## config.mk

```make
export PLATFORM = sky130hd
export DESIGN_NAME = nrtp_cell
export DESIGN_NICKNAME = d
export VERILOG_FILES = /design/src/sv/nrtp_pkg.sv /design/src/sv/nrtp_cell.sv
export SDC_FILE = /design/constraint.sdc
export NUM_CORES = 1
export LEC_CHECK = 0
export ABC_AREA = 1
export BUFFER_PORTS_ARGS = -buffer_cell sky130_fd_sc_hd__buf_2
export CORE_UTILIZATION = 55
export CTS_CLUSTER_DIAMETER = 100
export DETAILED_ROUTE_END_ITERATION = 8
export MAX_ROUTING_LAYER = met4
export PLACE_DENSITY = 0.8
export REMOVE_ABC_BUFFERS = 1
export SLEW_MARGIN = 20
export SYNTH_ARGS = -nofsm -noshare
export SYNTH_HDL_FRONTEND = slang
export SYNTH_SLANG_ARGS = --single-unit
```

## constraint.sdc

```tcl
create_clock -name clock -period 2.5 [get_ports clock]
set_clock_uncertainty 0.1 [all_clocks]
set_input_delay 0.5 -clock clock [delete_from_list [all_inputs] [get_ports clock]]
set_output_delay 0.5 -clock clock [all_outputs]
set_load 0.03 [all_outputs]
```

## src/sv/nrtp_pkg.sv

```systemverilog
// types, codes and a helper function shared by the region profiler modules
// no dependencies
package nrtp_pkg;

   localparam int TS_W    = 48;
   localparam int SAVED_W = 64;
   localparam int ENT_W   = 32;
   localparam int MASK_W  = 7;
   localparam int KEY_W   = 3;
   localparam int STAT_W  = 2;
   localparam int DEPTH_W = 5;

   localparam logic [TS_W-1:0]  TICK_MAX = {TS_W{1'b1}};
   localparam logic [ENT_W-1:0] ENT_MAX  = {ENT_W{1'b1}};

   typedef enum logic [1:0] {
      REQ_BEGIN = 2'd0,
      REQ_END   = 2'd1,
      REQ_READ  = 2'd2,
      REQ_NONE  = 2'd3
   } req_kind_type;

   typedef enum logic [STAT_W-1:0] {
      ST_OK      = 2'd0,
      ST_BAD_KEY = 2'd1,
      ST_EMPTY   = 2'd2,
      ST_FULL    = 2'd3
   } status_type;

   typedef enum logic {
      S_IDLE = 1'b0,
      S_END  = 1'b1
   } state_type;

   // per-cycle command to every stack cell
   typedef struct packed {
      logic push;
      logic pop;
      logic sub;
   } cell_ctrl_type;

   // command to the per-key counter bank
   typedef struct packed {
      logic bump;
      logic add;
   } bank_cmd_type;

   // signed elapsed added to an unsigned total, clamped to [0, TICK_MAX]
   function automatic logic [TS_W-1:0] sat_add(input logic [TS_W-1:0] total,
                                               input logic [SAVED_W-1:0] e);
      logic signed [SAVED_W+1:0] sum;
      logic [TS_W-1:0]           res;
      sum = $signed({{(SAVED_W+2-TS_W){1'b0}}, total})
          + $signed({{2{e[SAVED_W-1]}}, e});
      if (sum <= 0) begin
         res = '0;
      end else if (sum >= $signed({{(SAVED_W+2-TS_W){1'b0}}, TICK_MAX})) begin
         res = TICK_MAX;
      end else begin
         res = sum[TS_W-1:0];
      end
      return res;
   endfunction

endpackage

```

## src/sv/nrtp_cell.sv

```systemverilog
// one stack cell: holds a region key and its saved tick value
// depends on nrtp_pkg
module nrtp_cell #(
   parameter int KW        = 3,
   parameter int RESET_KEY = 6
) (
   input  logic                         clock,
   input  logic                         reset,
   input  nrtp_pkg::cell_ctrl_type      ctrl,
   input  logic [KW-1:0]                up_key,
   input  logic [nrtp_pkg::SAVED_W-1:0] up_saved,
   input  logic [KW-1:0]                dn_key,
   input  logic [nrtp_pkg::SAVED_W-1:0] dn_saved,
   input  logic [nrtp_pkg::SAVED_W-1:0] elapsed,
   output logic [KW-1:0]                key,
   output logic [nrtp_pkg::SAVED_W-1:0] saved
);
   import nrtp_pkg::*;

   logic [KW-1:0]      key_ff;
   logic [SAVED_W-1:0] saved_ff;

   // push shifts away from the top, pop shifts toward it
   always_ff @(posedge clock) begin
      if (reset) begin
         key_ff   <= KW'(RESET_KEY);
         saved_ff <= '0;
      end else if (ctrl.push) begin
         key_ff   <= up_key;
         saved_ff <= up_saved;
      end else if (ctrl.pop) begin
         key_ff   <= dn_key;
         saved_ff <= dn_saved;
      end else if (ctrl.sub) begin
         saved_ff <= saved_ff - elapsed;
      end
   end

   assign key   = key_ff;
   assign saved = saved_ff;

endmodule

```

# --- After elaboration in Yosys (flattened, before gate mapping) ---
# Index checks and enable logic that the tools add are counted.
op_classes:
  addsub: 1
  muxes: 5
  reduce_logical: 2
ops:
  columns: ["cell", "n"]
  rows:
  - ["2-to-1 mux 64 bit", 3]
  - ["subtractor 64 bit", 1]
  - ["2-to-1 mux 3 bit", 2]
  - ["nonzero test 3 bit", 1]
  - ["nonzero test 2 bit", 1]
totals:
  regBits: 67
  in_bits: 203
  word_cells: 10

# --- Longest topological paths before layout ---
depth:
  ltp_word: 4
  ltp_mapped: 19
  depth_no_buf: 19

# --- Least setup slack after synthesis ---
# OpenSTA, ideal clock, no wires.
synth_timing:
  kind: "register to register"
  startpoint: "register saved_ff[0] (netlist: saved[0])"
  endpoint: "register saved_ff[60] (netlist: saved[60])"
  setup_time_ns: 0.133
  arrival_ns: 2.095
  required_time_ns: 2.267
  path_slack_ns: 0.172
  path_stages_with_launch: 17
  n_path_buf: 0
  path_cell_list: "dfxtp_1 -> inv_1 -> ha_1 -> fa_1 -> nor2_1 -> or2_1 -> nand2_1 -> nand2_1 -> nand2_1 -> nand2_2 -> nand2_1 -> nand2_1 -> nand2_1 -> nand3_1 -> nand2_1 -> nand2_1 -> a21oi_2"
synth_via:
  elab_chain_len: 4
synth_rtl:
  columns: ["element", "line", "rtl"]
  rows:
  - ["from (decl)", "nrtp_cell.sv:21", "logic [SAVED_W-1:0] saved_ff;"]
  - ["from (signal assigned)", "nrtp_cell.sv:30", "saved_ff <= up_saved;"]
  - ["from (signal assigned)", "nrtp_cell.sv:33", "saved_ff <= dn_saved;"]
  - ["from (signal assigned)", "nrtp_cell.sv:35", "saved_ff <= saved_ff - elapsed;"]
  - ["subtractor 64 bit", "nrtp_cell.sv:35", null]
  - ["2-to-1 mux 64 bit", "nrtp_cell.sv:34", "end else if (ctrl.sub) begin"]
  - ["2-to-1 mux 64 bit", "nrtp_cell.sv:31", "end else if (ctrl.pop) begin"]
  - ["2-to-1 mux 64 bit", "nrtp_cell.sv:28", "end else if (ctrl.push) begin"]
# No other way between the ends. The select of a mux whose other input is x is not followed.
# A chain may end at the register's enable or synchronous reset.

# --- Worst setup path after layout ---
layout_timing:
  startpoint: "register saved_ff[47] (netlist: saved[47])"
  endpoint: "register saved_ff[49] (netlist: saved[49])"
# Same word-level chain as after synthesis.

==> flow_summary_export.csv <==
group,metric,value,unit
critical_path,arrival,2.52,ns
place,portBuffers,269,
sta,worst_pin_slew,0.4878,ns
layout,fin_area,0.01296,mm²
detailed_routing,dr.max_layer_used,"met4",
min_path,whs_path_depth,2,
global_route,grt_max_degree,110,
min_path,min_path_type,"input port to flip-flop",
yosys,synth_async_sr_flop_share,0,%
sta,finalWorstSetupSlack,0.09573,ns
critical_path,startpoint_type,"flip-flop",
yosys,syn_area_per_cell,5.157,µm²
yosys,synth-edff-count,0,
critical_path,ff2ff_setup_slack,0.1,ns
detailed_routing,vias_per_cell,5.205,
global_route,grtUsageTotal,40.43,%
place,placed_cells,2484,
layout,instances_no_fill,2505,
detailed_routing,post_drt_wl_per_cell,14.79,µm
cts,clk_pin_slew,0.07,ns
yosys,netlist_area,0.009829,mm²
yosys,synth_top_area_share,27.57,%
cts,clock_path_buffers,2,
layout,fillers,1523,
sta,worst_hold_slack,0.2614,ns
critical_path,r2r-end,"saved[49]",
critical_path,crit_type,"flip-flop to flip-flop",
yosys,synth_cell_types,37,
min_path,min_to,"saved[0]",
detailed_routing,wl,37060,µm
sta,fmax,415.9,MHz
sta,setup_viol,0,
sta,drv_slew,0,
layout,diodes,0,
yosys,syn_inst,1906,
cts,clock_latency,0.36,ns
global_route,grt_pass1_vias,11710,
floorplan,ios,270,
min_path,hp-start,"reset",
power,p_per_area,466.2,mW/mm²
global_route,antenna_found_initial,0,
outcome,status,"finished, final reports clean",
detailed_routing,met2_length,16060,µm
detailed_routing,num_vias,13040,
global_route,grt_overflow,0,
critical_path,crit-reg2reg-launch,"saved[47]",
yosys,synth-seq-cells,67,
floorplan,rows,48,
floorplan,fp.dieW,135.7,µm
detailed_routing,ant_nets,0,
layout,utilization,74.66,%
yosys,yosys.area.top_type,"nand2_1",
sta,rsz0062_at_grt,"true",
detailed_routing,drc,0,
cts,cts.sinks,67,
place,gp_congestion,1.017,
critical_path,critPathCaptureType,"flip-flop",
cts,cts_max_level,3,
floorplan,initial_core_util,56.63,%
yosys,synth_compound_area_share,13.16,%
cts,clockRootBuffer,"clkbuf_16",
place,place_ws,-0.2737,ns
sta,fin_crit_sh,96.17,%
layout,drive_gt1_share,25.04,%
cts,cts_tree,"done",
critical_path,required,2.62,ns
yosys,synth.mux.area_fraction,0,%
place,hpwl,30210,µm
yosys,ys_warn_count,0,
floorplan,die_area,0.01841,mm²
sta,hold_viol,0,
job,max_cap_violations,0,
layout,areaGrowthSynthToFinish,31.84,%
floorplan,die_h,135.7,µm
floorplan,core-area,0.01736,mm²
detailed_routing,drt_first_pass_iters,5,
critical_path,crit_fanout,3,
yosys,yosys_most_used_dff,"dfxtp_1",
sta,min_period,2.404,ns
yosys,synthTopCellsByArea,"nand2_1 28%, inv_1 14%, dfxtp_1 14%, a21oi_1 8.3%, ha_1 8.0%",
yosys,synthSimpleGateAreaFrac,46.24,%
yosys,ys_seq_area_share,13.65,%
detailed_routing,met1_length,16190,µm
sta,maxSlewHeadroom,67.48,%
place,place_area,0.01232,mm²
cts,numCtsBuffers,9,
detailed_routing,first_iter_violations,1130,
layout,final_nets,2542,
yosys,synth_xor_area_share,1.871,%
detailed_routing,route.met3.wl,3754,µm
critical_path,reg2reg_depth,14,
yosys,synthAdderAreaFrac,8.223,%
yosys,synth_top_family_by_area,"simple AND/OR/NAND/NOR gates",
power,peakVddDrop,0.4151,mV
global_route,grt_first_pass_wirelength,56520,µm
power,p_leak,7.787,nW
-- cell families after synthesis --
family                     Yosys count
AOI/OAI and AO/OA                  233
xor gates and xnor gates            21
adders and majority gates           64
buffers and inverters              439
DFF                                 67
and+or+nand+nor                   1082
-- synth_stat cells, drive strengths merged (6+ instances only) --
| cell | instances |
|---|---|
| inv | 387 |
| nor3 | 21 |
| xnor2 | 11 |
| a21oi | 174 |
| o211ai | 15 |
| nand3 | 91 |
| ha | 63 |
| xor2 | 10 |
| o21bai | 6 |
| nand2 | 744 |
| dfxtp | 67 |
| nand4 | 10 |
| nor2 | 206 |
| o21ai | 27 |
| buf | 11 |
| clkbuf | 37 |
-- cell usage in the layout, fill, tap and decap left out, types with 6 or more instances in the layout --
| master | instances |
|---|---|
| nand2_1 | 705 |
| inv_1 | 372 |
| buf_2 | 269 |
| nor2_1 | 169 |
| a21oi_1 | 158 |
| buf_4 | 133 |
| nand3_1 | 79 |
| dfxtp_1 | 64 |
| ha_1 | 48 |
| nand2_2 | 32 |
| nor2_2 | 28 |
| o21ai_0 | 22 |
| a21oi_2 | 16 |
| inv_2 | 15 |
| o211ai_1 | 15 |
| nand3_2 | 12 |
| nor3_1 | 11 |
| xnor2_1 | 11 |
| nand4_1 | 10 |
| xor2_1 | 10 |
| nor2_4 | 9 |
| clkbuf_16 | 9 |
| ha_2 | 8 |
| nand2_4 | 7 |
| ha_4 | 7 |
| o21bai_1 | 6 |
| nor3_4 | 6 |
-- worst max-delay path by stage --
stage | start | to | slack, ns
after floorplan | ctrl[2] | saved[2] | -3.71
after global placement | elapsed[14] | saved[38] | -0.20
after detailed placement | elapsed[0] | saved[60] | -0.27
after CTS | saved[0] | saved[60] | 0.01
after global routing | saved[0] | saved[36] | -0.05
final | saved[47] | saved[49] | 0.1
-- worst max-delay path, cell delays in order, from the launching register on --
cell,delay [ns]
dfxtp_1,0.35
ha_1,0.35
nand2_1,0.16
nor2_1,0.29
nand2_1,0.09
inv_1,0.15
nand2_1,0.11
nor2_1,0.11
nand2_1,0.07
nand3_1,0.07
nand2_1,0.05
nand3_1,0.18
nand2_1,0.08
nand2_1,0.06
a21oi_1,0.06
-- area by class of cell --
type	count	area (µm²)	share of cell area, %
Sequential cell	67	1345	10.38
Multi-Input combinational cell	1400	7091	54.72
Tap cell	225	281.5	2.172
Clock inverter	7	123.9	0.9559
Inverter	391	1468	11.33
Clock buffer	9	225.2	1.738
Timing Repair Buffer	406	2425	18.71
-- layer usage --
layer  vias up  track usage (%)
met1      5734            54.89
met5         -                -
met4         0            12.67
met2       693            62.47
li1       6538                -
met3        73            4.190
-- sequential cells by signal, indices dropped and copies added (netlist names) --
| register | count |
|---|---|
| saved | 64 |
| key | 3 |
-- per-stage QoR --
step	TNS, ns	power [mW]
after floorplan	-160.01	3.075
after global placement	-3.017	4.226
after detailed placement	-5.162	4.293
after CTS	0	5.860
after global routing	-0.1308	6.365
final	0	6.042
-- repair_timing --
action	in CTS	in global routing
pin swaps	0	6
gates resized for setup	1	64
setup buffers	0	5
endpoints found under the setup margin	3	37
hold buffers	0	0
cloned	0	0
-- where the power goes --
group / internal, mW / leakage, nW / switching (mW)
clock: 0.985 / 0.167 / 0.591
combinational: 1.24 / 7.06 / 1.96
sequential: 1.17 / 0.559 / 0.0896
Note: power is estimated with default switching activity, not from simulation.
